--- config.mk ---
export PLATFORM = sky130hd
export DESIGN_NAME = rotated_sorted_array_search
export DESIGN_NICKNAME = d
export VERILOG_FILES = /design/src/rsas_pkg.sv /design/src/rsas_datapath.sv /design/src/rsas_controller.sv /design/src/rotated_sorted_array_search.sv
export SDC_FILE = /design/constraint.sdc
export NUM_CORES = 2
export LEC_CHECK = 0
export BUFFER_PORTS_ARGS = -buffer_cell sky130_fd_sc_hd__buf_4
export CELL_PAD_IN_SITES_DETAIL_PLACEMENT = 0
export CELL_PAD_IN_SITES_GLOBAL_PLACEMENT = 1
export CORE_UTILIZATION = 25
export DETAILED_ROUTE_END_ITERATION = 8
export GPL_TIMING_DRIVEN = 1
export PLACE_DENSITY_LB_ADDON = 0.1
export SYNTH_ARGS = -nofsm -noshare
export SYNTH_HDL_FRONTEND = slang
export SYNTH_SLANG_ARGS = --single-unit
--- constraint.sdc ---
create_clock -name clk -period 8.5 [get_ports clk]
set_clock_uncertainty 0.05 [all_clocks]
set_input_delay 0.85 -clock clk [delete_from_list [all_inputs] [get_ports clk]]
set_output_delay 0.85 -clock clk [all_outputs]
set_load 0.01 [all_outputs]
--- src/rsas_pkg.sv ---
`default_nettype none

package rsas_pkg;

  localparam int DEPTH  = 64;
  localparam int ADDR_W = $clog2(DEPTH);
  localparam int CNT_W  = ADDR_W + 1;
  localparam int IDX_W  = ADDR_W + 2;
  localparam int DATA_W = 32;
  localparam int POS_W  = 6;
  localparam int IN_W   = 72;
  localparam int OUT_W  = 8;

  localparam logic ACT_LOAD   = 1'b0;
  localparam logic ACT_SEARCH = 1'b1;

  typedef enum logic [3:0] {
    S_IDLE,
    S_P_ITER,
    S_P_M,
    S_P_N,
    S_P_P,
    S_P_L,
    S_C_PIV,
    S_C_PV,
    S_C_Z,
    S_B_ITER,
    S_B_CMP,
    S_RES
  } state_t;

  typedef enum logic [3:0] {
    DP_NONE,
    DP_LOAD,
    DP_START,
    DP_MID,
    DP_CAP_VM,
    DP_PIV_MID,
    DP_PIV_MIDM1,
    DP_PIV_LO,
    DP_HI_MIDM1,
    DP_LO_MIDP1,
    DP_BIS_FULL,
    DP_BIS_LOW,
    DP_BIS_HIGH,
    DP_RES_HIT_PIV,
    DP_RES_HIT_MID,
    DP_RES_MISS
  } dp_op_t;

  typedef enum logic [2:0] {
    RD_MIDW,
    RD_MIDP1,
    RD_MIDM1,
    RD_LO,
    RD_ZERO,
    RD_PIV
  } rd_sel_t;

  typedef struct packed {
    dp_op_t  op;
    rd_sel_t rd;
    logic    out_load;
  } cmd_t;

  typedef struct packed {
    logic lo_gt_hi;
    logic lo_eq_hi;
    logic mid_lt_hi;
    logic mid_gt_lo;
    logic vm_gt_rd;
    logic vm_lt_rd;
    logic rd_ge_vm;
    logic key_eq_rd;
    logic key_gt_rd;
    logic rd_le_key;
    logic out_free;
  } status_t;

endpackage

`default_nettype wire

--- src/rsas_datapath.sv ---
`default_nettype none

module rsas_datapath
  import rsas_pkg::*;
(
  input  wire logic              clk,
  input  wire logic              rst,
  input  wire logic              cfg_we,
  input  wire logic [CNT_W-1:0]  cfg_wdata,
  input  wire logic [IN_W-1:0]   in_data,
  input  wire cmd_t              cmd,
  output status_t                st,
  output logic                   out_valid,
  input  wire logic              out_ready,
  output logic [OUT_W-1:0]       out_data
);

  logic [DATA_W-1:0]        mem [DEPTH];
  logic [CNT_W-1:0]         elem_count;
  logic [CNT_W-1:0]         n;
  logic signed [IDX_W-1:0]  lo;
  logic signed [IDX_W-1:0]  hi;
  logic [ADDR_W-1:0]        mid;
  logic [ADDR_W-1:0]        piv;
  logic signed [DATA_W-1:0] key;
  logic signed [DATA_W-1:0] vm;
  logic signed [DATA_W-1:0] rdata;
  logic                     res_found;
  logic [POS_W-1:0]         res_pos;
  logic                     out_found;
  logic [POS_W-1:0]         out_pos;

  logic [ADDR_W-1:0]        in_index;
  logic [DATA_W-1:0]        in_value;
  logic [DATA_W-1:0]        in_key;
  logic [CNT_W-1:0]         n_clamp;
  logic [IDX_W-1:0]         lo_hi_sum;
  logic [ADDR_W-1:0]        mid_w;
  logic [ADDR_W-1:0]        rd_addr;
  logic signed [IDX_W-1:0]  mid_s;
  logic signed [IDX_W-1:0]  piv_s;
  logic signed [IDX_W-1:0]  n_s;

  assign in_index  = in_data[ADDR_W-1:0];
  assign in_value  = in_data[ADDR_W+DATA_W-1:ADDR_W];
  assign in_key    = in_data[ADDR_W+2*DATA_W-1:ADDR_W+DATA_W];
  assign n_clamp   = (elem_count > CNT_W'(DEPTH)) ? CNT_W'(DEPTH) : elem_count;
  assign lo_hi_sum = lo + hi;
  assign mid_w     = lo_hi_sum[ADDR_W:1];
  assign mid_s     = $signed({2'b00, mid});
  assign piv_s     = $signed({2'b00, piv});
  assign n_s       = $signed({1'b0, n});

  always_comb begin
    case (cmd.rd)
      RD_MIDW:  rd_addr = mid_w;
      RD_MIDP1: rd_addr = mid + ADDR_W'(1);
      RD_MIDM1: rd_addr = mid - ADDR_W'(1);
      RD_LO:    rd_addr = lo[ADDR_W-1:0];
      RD_ZERO:  rd_addr = '0;
      RD_PIV:   rd_addr = piv;
      default:  rd_addr = '0;
    endcase
  end

  always_ff @(posedge clk) begin
    if (cmd.op == DP_LOAD) begin
      mem[in_index] <= in_value;
    end
    rdata <= $signed(mem[rd_addr]);
  end

  always_ff @(posedge clk) begin
    if (rst) begin
      elem_count <= '0;
    end else if (cfg_we) begin
      elem_count <= cfg_wdata;
    end
  end

  always_ff @(posedge clk) begin
    case (cmd.op)
      DP_START: begin
        key <= $signed(in_key);
        n   <= n_clamp;
        lo  <= '0;
        hi  <= $signed({1'b0, n_clamp}) - IDX_W'(1);
      end
      DP_MID:         mid <= mid_w;
      DP_CAP_VM:      vm  <= rdata;
      DP_PIV_MID:     piv <= mid;
      DP_PIV_MIDM1:   piv <= mid - ADDR_W'(1);
      DP_PIV_LO:      piv <= lo[ADDR_W-1:0];
      DP_HI_MIDM1:    hi  <= mid_s - IDX_W'(1);
      DP_LO_MIDP1:    lo  <= mid_s + IDX_W'(1);
      DP_BIS_FULL: begin
        lo <= '0;
        hi <= n_s - IDX_W'(1);
      end
      DP_BIS_LOW: begin
        lo <= '0;
        hi <= piv_s - IDX_W'(1);
      end
      DP_BIS_HIGH: begin
        lo <= piv_s + IDX_W'(1);
        hi <= n_s - IDX_W'(1);
      end
      DP_RES_HIT_PIV: begin
        res_found <= 1'b1;
        res_pos   <= POS_W'(piv);
      end
      DP_RES_HIT_MID: begin
        res_found <= 1'b1;
        res_pos   <= POS_W'(mid);
      end
      DP_RES_MISS: begin
        res_found <= 1'b0;
        res_pos   <= '0;
      end
      default: begin
      end
    endcase
  end

  always_ff @(posedge clk) begin
    if (rst) begin
      out_valid <= 1'b0;
    end else if (cmd.out_load) begin
      out_valid <= 1'b1;
    end else if (out_ready) begin
      out_valid <= 1'b0;
    end
  end

  always_ff @(posedge clk) begin
    if (cmd.out_load) begin
      out_found <= res_found;
      out_pos   <= res_pos;
    end
  end

  assign out_data = {1'b0, out_pos, out_found};

  always_comb begin
    st.lo_gt_hi  = lo > hi;
    st.lo_eq_hi  = lo == hi;
    st.mid_lt_hi = mid_s < hi;
    st.mid_gt_lo = mid_s > lo;
    st.vm_gt_rd  = vm > rdata;
    st.vm_lt_rd  = vm < rdata;
    st.rd_ge_vm  = rdata >= vm;
    st.key_eq_rd = key == rdata;
    st.key_gt_rd = key > rdata;
    st.rd_le_key = rdata <= key;
    st.out_free  = !out_valid || out_ready;
  end

`ifndef SYNTH
  a_out_load: assert property (@(posedge clk) disable iff (rst)
    cmd.out_load |=> out_valid)
    else $error("result not presented after load");

  a_mid_range: assert property (@(posedge clk) disable iff (rst)
    (cmd.op == DP_MID) |-> (lo <= hi && lo >= 0))
    else $error("probe taken on an empty range");

  a_start_bounds: assert property (@(posedge clk) disable iff (rst)
    (cmd.op == DP_START) |=> (lo == 0 && hi == n_s - IDX_W'(1)))
    else $error("search bounds not set from count");
`endif

endmodule

`default_nettype wire

--- src/rsas_controller.sv ---
`default_nettype none

module rsas_controller
  import rsas_pkg::*;
(
  input  wire logic    clk,
  input  wire logic    rst,
  input  wire logic    in_valid,
  input  wire logic    in_action,
  output logic         in_ready,
  input  wire status_t st,
  output cmd_t         cmd
);

  state_t state;
  state_t state_next;
  logic   accept;

  assign in_ready = (state == S_IDLE);
  assign accept   = in_valid && in_ready;

  always_ff @(posedge clk) begin
    if (rst) begin
      state <= S_IDLE;
    end else begin
      state <= state_next;
    end
  end

  always_comb begin
    state_next = state;
    case (state)
      S_IDLE: begin
        if (accept && in_action == ACT_SEARCH) begin
          state_next = S_P_ITER;
        end
      end
      S_P_ITER: begin
        if (st.lo_gt_hi) begin
          state_next = S_B_ITER;
        end else if (st.lo_eq_hi) begin
          state_next = S_C_PIV;
        end else begin
          state_next = S_P_M;
        end
      end
      S_P_M: begin
        if (st.mid_lt_hi) begin
          state_next = S_P_N;
        end else if (st.mid_gt_lo) begin
          state_next = S_P_P;
        end else begin
          state_next = S_P_L;
        end
      end
      S_P_N: begin
        if (st.vm_gt_rd) begin
          state_next = S_C_PIV;
        end else if (st.mid_gt_lo) begin
          state_next = S_P_P;
        end else begin
          state_next = S_P_L;
        end
      end
      S_P_P: begin
        if (st.vm_lt_rd) begin
          state_next = S_C_PIV;
        end else begin
          state_next = S_P_L;
        end
      end
      S_P_L:   state_next = S_P_ITER;
      S_C_PIV: state_next = S_C_PV;
      S_C_PV: begin
        if (st.key_eq_rd) begin
          state_next = S_RES;
        end else begin
          state_next = S_C_Z;
        end
      end
      S_C_Z:   state_next = S_B_ITER;
      S_B_ITER: begin
        if (st.lo_gt_hi) begin
          state_next = S_RES;
        end else begin
          state_next = S_B_CMP;
        end
      end
      S_B_CMP: begin
        if (st.key_eq_rd) begin
          state_next = S_RES;
        end else begin
          state_next = S_B_ITER;
        end
      end
      S_RES: begin
        if (st.out_free) begin
          state_next = S_IDLE;
        end
      end
      default: state_next = S_IDLE;
    endcase
  end

  always_comb begin
    cmd.op       = DP_NONE;
    cmd.rd       = RD_MIDW;
    cmd.out_load = 1'b0;
    case (state)
      S_IDLE: begin
        if (accept) begin
          cmd.op = (in_action == ACT_SEARCH) ? DP_START : DP_LOAD;
        end
      end
      S_P_ITER: begin
        if (st.lo_gt_hi) begin
          cmd.op = DP_BIS_FULL;
        end else if (st.lo_eq_hi) begin
          cmd.op = DP_PIV_LO;
        end else begin
          cmd.op = DP_MID;
          cmd.rd = RD_MIDW;
        end
      end
      S_P_M: begin
        cmd.op = DP_CAP_VM;
        if (st.mid_lt_hi) begin
          cmd.rd = RD_MIDP1;
        end else if (st.mid_gt_lo) begin
          cmd.rd = RD_MIDM1;
        end else begin
          cmd.rd = RD_LO;
        end
      end
      S_P_N: begin
        if (st.vm_gt_rd) begin
          cmd.op = DP_PIV_MID;
        end else if (st.mid_gt_lo) begin
          cmd.rd = RD_MIDM1;
        end else begin
          cmd.rd = RD_LO;
        end
      end
      S_P_P: begin
        if (st.vm_lt_rd) begin
          cmd.op = DP_PIV_MIDM1;
        end else begin
          cmd.rd = RD_LO;
        end
      end
      S_P_L: begin
        cmd.op = st.rd_ge_vm ? DP_HI_MIDM1 : DP_LO_MIDP1;
      end
      S_C_PIV: begin
        cmd.rd = RD_PIV;
      end
      S_C_PV: begin
        if (st.key_eq_rd) begin
          cmd.op = DP_RES_HIT_PIV;
        end else begin
          cmd.rd = RD_ZERO;
        end
      end
      S_C_Z: begin
        cmd.op = st.rd_le_key ? DP_BIS_LOW : DP_BIS_HIGH;
      end
      S_B_ITER: begin
        if (st.lo_gt_hi) begin
          cmd.op = DP_RES_MISS;
        end else begin
          cmd.op = DP_MID;
          cmd.rd = RD_MIDW;
        end
      end
      S_B_CMP: begin
        if (st.key_eq_rd) begin
          cmd.op = DP_RES_HIT_MID;
        end else if (st.key_gt_rd) begin
          cmd.op = DP_LO_MIDP1;
        end else begin
          cmd.op = DP_HI_MIDM1;
        end
      end
      S_RES: begin
        cmd.out_load = st.out_free;
      end
      default: begin
      end
    endcase
  end

`ifndef SYNTH
  a_search_starts: assert property (@(posedge clk) disable iff (rst)
    (accept && in_action == ACT_SEARCH) |=> (state == S_P_ITER))
    else $error("search transfer did not start the pivot scan");

  a_load_stays_idle: assert property (@(posedge clk) disable iff (rst)
    (accept && in_action == ACT_LOAD) |=> (state == S_IDLE))
    else $error("load transfer left the idle state");

  a_result_leaves: assert property (@(posedge clk) disable iff (rst)
    (state == S_RES && st.out_free) |=> (state == S_IDLE))
    else $error("result stage did not return to idle");
`endif

endmodule

`default_nettype wire

--- src/rotated_sorted_array_search.sv ---
// Search in a rotated ascending array of distinct signed 32-bit words.
// Input stream: s_axis_tuser selects the action (0 loads one element, 1 searches).
// A load transfer writes s_axis_tdata element_value at index and gives no result;
// loads are taken one per cycle while the block is idle.
// A search transfer gives one result transfer on the m_axis group with the
// found flag and the matching position (0 when not found).
// The user must write the element count through cfg_we/cfg_wdata only while no search
// is in flight; the block itself does not enforce this. A search takes the transfer,
// runs the pivot probes, checks the pivot against the key and chooses a half, then
// runs binary-search probes until a hit or an empty range, and registers the result.
// All reads go through the single read port of the element store.
// One search is in flight at a time; the next transfer is taken once the
// result sits in the output register, even if the receiver has not yet taken it.
// If the receiver stalls, the result holds and the next search waits at its end.
// Reset clears the element count and the controller; stored elements are
// undefined until loaded.
`default_nettype none

module rotated_sorted_array_search
  import rsas_pkg::*;
(
  input  wire logic              clk,
  input  wire logic              rst,
  input  wire logic              cfg_we,
  input  wire logic [CNT_W-1:0]  cfg_wdata,
  input  wire logic              s_axis_tvalid,
  output logic                   s_axis_tready,
  // Fields from bit 0: index, element_value, search_key, zero pad.
  input  wire logic [IN_W-1:0]   s_axis_tdata,
  // Fields from bit 0: action.
  input  wire logic              s_axis_tuser,
  output logic                   m_axis_tvalid,
  input  wire logic              m_axis_tready,
  // Fields from bit 0: found, position, zero pad.
  output logic [OUT_W-1:0]       m_axis_tdata
);

  cmd_t    cmd;
  status_t st;

  rsas_controller u_ctrl (
    .clk       (clk),
    .rst       (rst),
    .in_valid  (s_axis_tvalid),
    .in_action (s_axis_tuser),
    .in_ready  (s_axis_tready),
    .st        (st),
    .cmd       (cmd)
  );

  rsas_datapath u_dp (
    .clk       (clk),
    .rst       (rst),
    .cfg_we    (cfg_we),
    .cfg_wdata (cfg_wdata),
    .in_data   (s_axis_tdata),
    .cmd       (cmd),
    .st        (st),
    .out_valid (m_axis_tvalid),
    .out_ready (m_axis_tready),
    .out_data  (m_axis_tdata)
  );

endmodule

`default_nettype wire
== Word level (Yosys, flattened, before mapping) ==
Memory sizes are Yosys's and may differ from the RTL's. A register that Yosys moved wholly into a read port is not among the register bits.
Index checks and enable logic that the tools add are counted.

* Bits of input ports: 85
* Output and inout bits: 10
* Memories: 1
* RAM bits: 2048
* Logic and storage cells: 126
* Bits in registers: 125

{| class="wikitable"
|+ Memories
! name !! depth !! bits a word !! rd ports !! clocked after Yosys merged registers in !! write ports !! line !! RTL
|-
| u_dp.mem || 64 || 32 || 1 || 1 || 1 || rsas_datapath.sv:18 || <nowiki>logic [DATA_W-1:0] mem [DEPTH];</nowiki>
|}

* $lt $le $gt $ge: 9
* Add/sub/neg operators: 9
* Muxes and demuxes: 43
* Eq/ne operators: 34
* Reduce and logical (&&, ||, !) cells: 16

{| class="wikitable"
|+ Operators with widths
! kind !! number
|-
| 32-bit greater-than comparator || 2
|-
| 4-bit == test (second input constant) || 12
|-
| 4-bit case mux with 12 select lines || 1
|-
| 4-bit 2-to-1 mux || 10
|-
| 4-bit case mux with 10 select lines || 1
|-
| 6-bit case mux with 3 select lines || 2
|-
| 32-bit == test || 1
|-
| 4-bit by 3-bit == test with 1-bit output (second input constant) || 8
|-
| 32-bit >= comparator || 1
|-
| 32-bit less-or-equal comparator || 1
|-
| 32-bit less-than comparator || 1
|-
| 8-bit case mux with 4 select lines || 1
|-
| 6-bit case mux with 5 select lines || 1
|-
| 8-bit case mux with 3 select lines || 1
|-
| 3-bit 2-to-1 mux || 6
|-
| 4-bit by 2-bit == test with 1-bit output (second input constant) || 4
|-
| 7-bit by 1-bit subtractor with 8-bit output (second input constant) || 2
|-
| 3-bit case mux with 5 select lines || 1
|-
| 6-bit by 1-bit adder with 7-bit output (second input constant) || 2
|-
| 2-bit 2-to-1 mux || 7
|-
| 6-bit by 1-bit subtractor with 7-bit output (second input constant) || 2
|-
| 1-bit 2-to-1 mux || 10
|-
| 3-bit nonzero test || 3
|-
| 4-bit by 1-bit == test with 1-bit output (second input constant) || 2
|-
| 25 further kinds || 29
|}

== Logic depth before layout (Yosys ltp) ==
* Depth after elaboration: 7
* Gate-level depth with buffers: 22
* Gate-level depth less buffers: 20

== Hierarchy ==
Synthesis repeated with hierarchy kept, for this count alone.

* Cells, all modules: 6370
* Area total of the unflattened synthesis: 87996.9 µm²

{| class="wikitable"
|+ By module, submodules not included
! module !! cells an instance !! area an instance (µm²) !! times used !! sequential area each (µm²)
|-
| rsas_datapath || 6283 || 87408.8 || 1 || 65663.0
|-
| rsas_controller || 87 || 588.1 || 1 || 80.1
|}

== Worst setup path before layout ==
Ideal clock, no wire load.

* Kind: register to register
* From: register u_dp.rdata[25], read port of u_dp.mem
* To: register u_dp.hi[6], data pin
* Stages on the path, launching flop included: 22
* Path slack: 3.712 ns
* Buffers on the path: 1
* Clock period less this slack: 4.788 ns
* Arrival: 4.478 ns
* Required time: 8.190 ns
* Setup time: 0.260 ns
* Cells stage by stage: dfxtp_1 -> inv_1 -> ha_1 -> a21o_1 -> a21o_1 -> a21o_1 -> a21o_1 -> a21o_1 -> a2111oi_0 -> o2111ai_1 -> a211o_1 -> a21oi_1 -> a31oi_1 -> clkbuf_1 -> mux2i_1 -> ha_1 -> nor3b_1 -> nor3b_1 -> xnor2_1 -> nor2_1 -> a21oi_1 -> o21bai_1

* Word-level cells in the longest chain between the ends: 7
* Elaborated cells between the ends (all ways): 21
* Classes of those cells: order compare (5); eq/ne (6); mux (9); reduce/logical (1)

{| class="wikitable"
|+ Ends and longest elaborated chain
! what !! line !! RTL
|-
| start, declared || rsas_datapath.sv:27 || <nowiki>logic signed [DATA_W-1:0] rdata;</nowiki>
|-
| 32-bit greater-than comparator || rsas_datapath.sv:153 || <nowiki>st.key_gt_rd = key > rdata;</nowiki>
|-
| 1-bit 2-to-1 mux || rsas_controller.sv:178 || <nowiki>end else if (st.key_gt_rd) begin</nowiki>
|-
| 4-bit 2-to-1 mux || rsas_controller.sv:176 || <nowiki>if (st.key_eq_rd) begin</nowiki>
|-
| 4-bit case mux with 10 select lines * || rsas_controller.sv:109 || <nowiki>case (state)</nowiki>
|-
| 4-bit == test || rsas_datapath.sv:82 || <nowiki>case (cmd.op)</nowiki>
|-
| 2-bit OR reduction (no source line) || -- ||
|-
| 8-bit case mux with 4 select lines * || rsas_datapath.sv:82 ||
|-
| end signal, assigned || rsas_datapath.sv:87 || <nowiki>hi <= $signed({1'b0, n_clamp}) - IDX_W'(1);</nowiki>
|-
| end signal, assigned || rsas_datapath.sv:94 || <nowiki>DP_HI_MIDM1: hi <= mid_s - IDX_W'(1);</nowiki>
|-
| end signal, assigned || rsas_datapath.sv:98 || <nowiki>hi <= n_s - IDX_W'(1);</nowiki>
|-
| end, declared || rsas_datapath.sv:22 || <nowiki>logic signed [IDX_W-1:0] hi;</nowiki>
|}

Mark *: on every way between the ends. The rest lies on a longest branch, timed or not.
A chain may end at the register's enable or synchronous reset.

== Worst setup path after layout ==
* From: register u_dp.rdata[10], read port of u_dp.mem
* To: register u_dp.rdata[23], read port of u_dp.mem

* Word-level cells in the longest chain between the ends: 5
* Elaborated cells between the ends (all ways): 13
* Classes of those cells: order compare (2); eq/ne (5); mux (5); reduce/logical (1)

{| class="wikitable"
|+ Ends and longest elaborated chain
! what !! line !! RTL
|-
| 32-bit less-than comparator, or another cell as far along || rsas_datapath.sv:150 || <nowiki>st.vm_lt_rd = vm < rdata;</nowiki>
|-
| 2-bit 2-to-1 mux, or another cell as far along || rsas_controller.sv:145 || <nowiki>if (st.vm_lt_rd) begin</nowiki>
|-
| 3-bit case mux with 5 select lines * || rsas_controller.sv:109 ||
|-
| 3-bit == test, or another cell as far along || rsas_datapath.sv:55 || <nowiki>case (cmd.rd)</nowiki>
|-
| 6-bit case mux with 5 select lines * || rsas_datapath.sv:55 ||
|}

Marked as above.

==> results.py <==
metrics = {
    "synthesis": {
        "ys.flop_type": "edfxtp_1",
        "ys_types": 84,
        "syn_inst": 6362,
        "syn_nets": 6541,
        "synthArstFlopShare": 0,
        "yosysSeqAreaShare": 0.741,
        "synth_edf_count": 2160,
        "synth_warnings": 0,
        "synth_area_sq_um": 88700,
        "syn_avg_cell_area_sq_um": 13.9,
        "synth_seq_cells": 2204,
    },
    "place": {
        "dp_hpwl_um": 193000,
        "portBuffers": 91,
        "gp_congestion": 0.764,
    },
    "final_layout": {
        "syn_to_final_growth_pct": 18.0,
        "nets": 6766,
        "fillers": 35362,
        "multi_input_area_sq_um": 21500,
        "post-route-util": 0.297,
        "drive_gt1_frac": 0.124,
        "regArea_sq_um": 65700,
    },
    "grt": {
        "grt_pass1_wl_um": 466000,
        "grt_pass1_vias": 54514,
        "overflow": 0,
        "grt_use_total": 0.187,
        "grt_max_degree": 108,
        "antenna_found_initial": 24,
    },
    "floorplan": {
        "die_y_um": 598,
        "dieWidth_um": 598,
        "dieArea_sq_um": 357000,
        "start_util": 0.251,
        "core_sq_um": 353000,
        "design.portCount": 95,
        "rows": 218,
    },
    "cts": {
        "clkSlewWorstSetupHoldPaths_ns": 0.06,
        "cts_tree": "yes",
        "cts_buffers": 263,
        "cts.sinks": 2204,
        "htree_levels": 5,
        "ctsHoldBuffers": 0,
        "cts_setup_buffers": 0,
        "clockBufferDepth": 4,
        "cts-root-buf": "clkbuf_16",
        "clock_latency_ns": 0.91,
        "post_cts_resized": 0,
    },
    "timing": {
        "setup_viol": 0,
        "clock.fmax_ghz": 0.146,
        "min_period_ns": 6.84,
        "timing_hold_violations_final": 0,
        "maxSlewViolCount": 0,
        "finalCritPeriodShare": 0.805,
        "tns_ns": 0,
        "max-slew-margin-rel": 0.246,
        "rsz0062_at_grt": "no",
        "tightest_slew_ns": 1.13,
    },
    "setup_path": {
        "critPathKind": "reg -> reg",
        "worstPathRequired_ns": 9.16,
        "worstSetupStartpointType": "flop",
        "crit_path_max_fanout": 21,
        "cp-end-kind": "flop",
        "r2r_slack_ns": 1.66,
        "cp.arrival_ns": 7.50,
    },
    "min_path": {
        "hold_class": "in -> reg",
    },
    "detailed_routing": {
        "antenna_left": 0,
        "via_per_inst": 4.82,
        "wl_per_cell_um": 29.5,
        "dr.first_iter.drc_count": 4705,
        "vias": 55559,
        "drt_first_pass_iters": 5,
        "drc_errors": 0,
        "drt_wl_total_um": 340000,
    },
    "outcome": {
        "status": "finished clean",
    },
    "flow_run": {
        "maxCapViolCount": 0,
    },
}
-- cells in the final DEF, fill, tap and decap left out, types with 19 or more instances in the layout --
cell and instances:
and3_1 113, dfxtp_1 44, a211oi_1 123, a311oi_1 109, o221ai_1 23, clkinv_1 54
nand3_1 564, ha_1 93, nor3_1 33, inv_1 73, a21o_1 19, clkinv_2 21
nand4_1 117, clkbuf_1 82, o221a_2 20, buf_12 33, o21ai_0 37, nand2_1 1498
a31oi_1 152, edfxtp_1 2160, nor2_1 64, mux2i_1 173, a32oi_1 74, clkbuf_16 273
nor2_4 70, a21oi_1 120, buf_4 334, mux4_2 20
-- Yosys cell counts, drive strengths merged, types with 11 or more instances --
| cell type | count | area share |
|---|---|---|
| a2111oi | 13 | 0.0014 |
| a211oi | 124 | 0.011 |
| a21boi | 17 | 0.0014 |
| a21o | 20 | 0.0017 |
| a21oi | 121 | 0.0068 |
| a311oi | 109 | 0.011 |
| a31oi | 154 | 0.011 |
| a32o | 15 | 0.0017 |
| a32oi | 74 | 0.0073 |
| and3 | 113 | 0.0080 |
| buf | 225 | 0.013 |
| clkbuf | 182 | 0.0077 |
| dfxtp | 44 | 0.0099 |
| edfxtp | 2160 | 0.73 |
| ha | 93 | 0.013 |
| inv | 74 | 0.0031 |
| mux2i | 173 | 0.020 |
| mux4 | 20 | 0.0051 |
| nand2 | 1501 | 0.064 |
| nand3 | 564 | 0.032 |
| nand4 | 118 | 0.0084 |
| nor2 | 140 | 0.0062 |
| nor2b | 14 | 0.00099 |
| nor3 | 33 | 0.0019 |
| o21ai | 43 | 0.0024 |
| o221a | 21 | 0.0027 |
| o221ai | 23 | 0.0023 |
| o22ai | 11 | 0.00078 |
| xnor2 | 15 | 0.0015 |
| xor2 | 12 | 0.0012 |
-- stage by stage --
stage,area (sq um),hold WS (ns),cells,worst slack [ns]
2_1_floorplan,88700,0.350,6362,3.71
3_3_place_gp,96600,0.354,11052,1.67
3_5_place_dp,96600,0.355,11052,1.66
4_1_cts,105000,0.0115,11514,1.63
5_1_grt,105000,0.0541,11517,1.36
6_report,105000,0.0986,11523,1.66
-- worst max-delay path, cell delays in order (launching register included) --
cell and delay, ns:
dfxtp_1 0.70, inv_1 0.18, ha_1 0.34, nand4_1 0.12
nor3_1 0.36, a21boi_0 0.39, o41a_1 0.24, o221ai_1 0.14
o22ai_1 0.56, o221ai_1 0.37, a21oi_4 0.80, buf_4 0.34
nor2_4 0.09, buf_4 0.30, a32oi_1 0.30, nand4_1 0.24
nand3_1 0.32, a32o_1 0.72
-- routing by layer --
metal	up-vias	part of all wire	track usage
met4	12	0.022	0.0440
met5	-	0.00021	0
met2	1353	0.47	0.306
met1	29133	0.46	0.262
li1	24658	-	-
met3	403	0.045	0.0235
-- path summary, 6_finish.rpt --
check	endpoint	cells past startpoint	startpoint
setup / recovery	u_dp.rdata[23]	17	u_dp.rdata[10]
hold / removal	u_dp.key[17]	1	s_axis_tdata[55]
setup reg to reg	u_dp.rdata[23]	17	u_dp.rdata[10]
hold reg to reg	u_dp.out_pos[1]	0	u_dp.res_pos[1]
-- state kept, by name (all words and copies together), names as in the netlist, 4 cells and up --
name             cells
u_dp.mem          2048
u_dp.vm             32
u_ctrl.state         4
u_dp.key            32
u_dp.rdata          32
u_dp.n               7
u_dp.mid             6
u_dp.piv             6
u_dp.out_pos         6
u_dp.hi              8
u_dp.lo              7
u_dp.res_pos         6
u_dp.elem_count      7
-- cell families (layout without fill, tap and decap cells) --
logic type | after synthesis | after routing | synth area share
AND/OR/NAND/NOR | 2531 | 2531 | 0.125
XOR/XNOR | 27 | 27 | 0.00267
AO/OA/AOI/OAI | 829 | 829 | 0.0690
adder cells (fa/ha/maj) | 94 | 94 | 0.0133
other | 1 | 10 | 0.0000423
flip-flops | 2204 | 2204 | 0.741
multiplexers | 195 | 195 | 0.0249
buffers and inverters | 481 | 903 | 0.0241
-- layout make-up --
class / instances / area share
diodes: 9 / 0.000215
clock buffers: 361 / 0.0690
clock inverters: 101 / 0.00809
inverters: 74 / 0.00265
multi-input cells: 3677 / 0.205
flip-flops and latches: 2204 / 0.628
well taps: 4730 / 0.0565
repair buffers: 367 / 0.0303
Power is not shown: default switching activity piles up to over one toggle a cycle in this logic, so the estimate is an artifact.
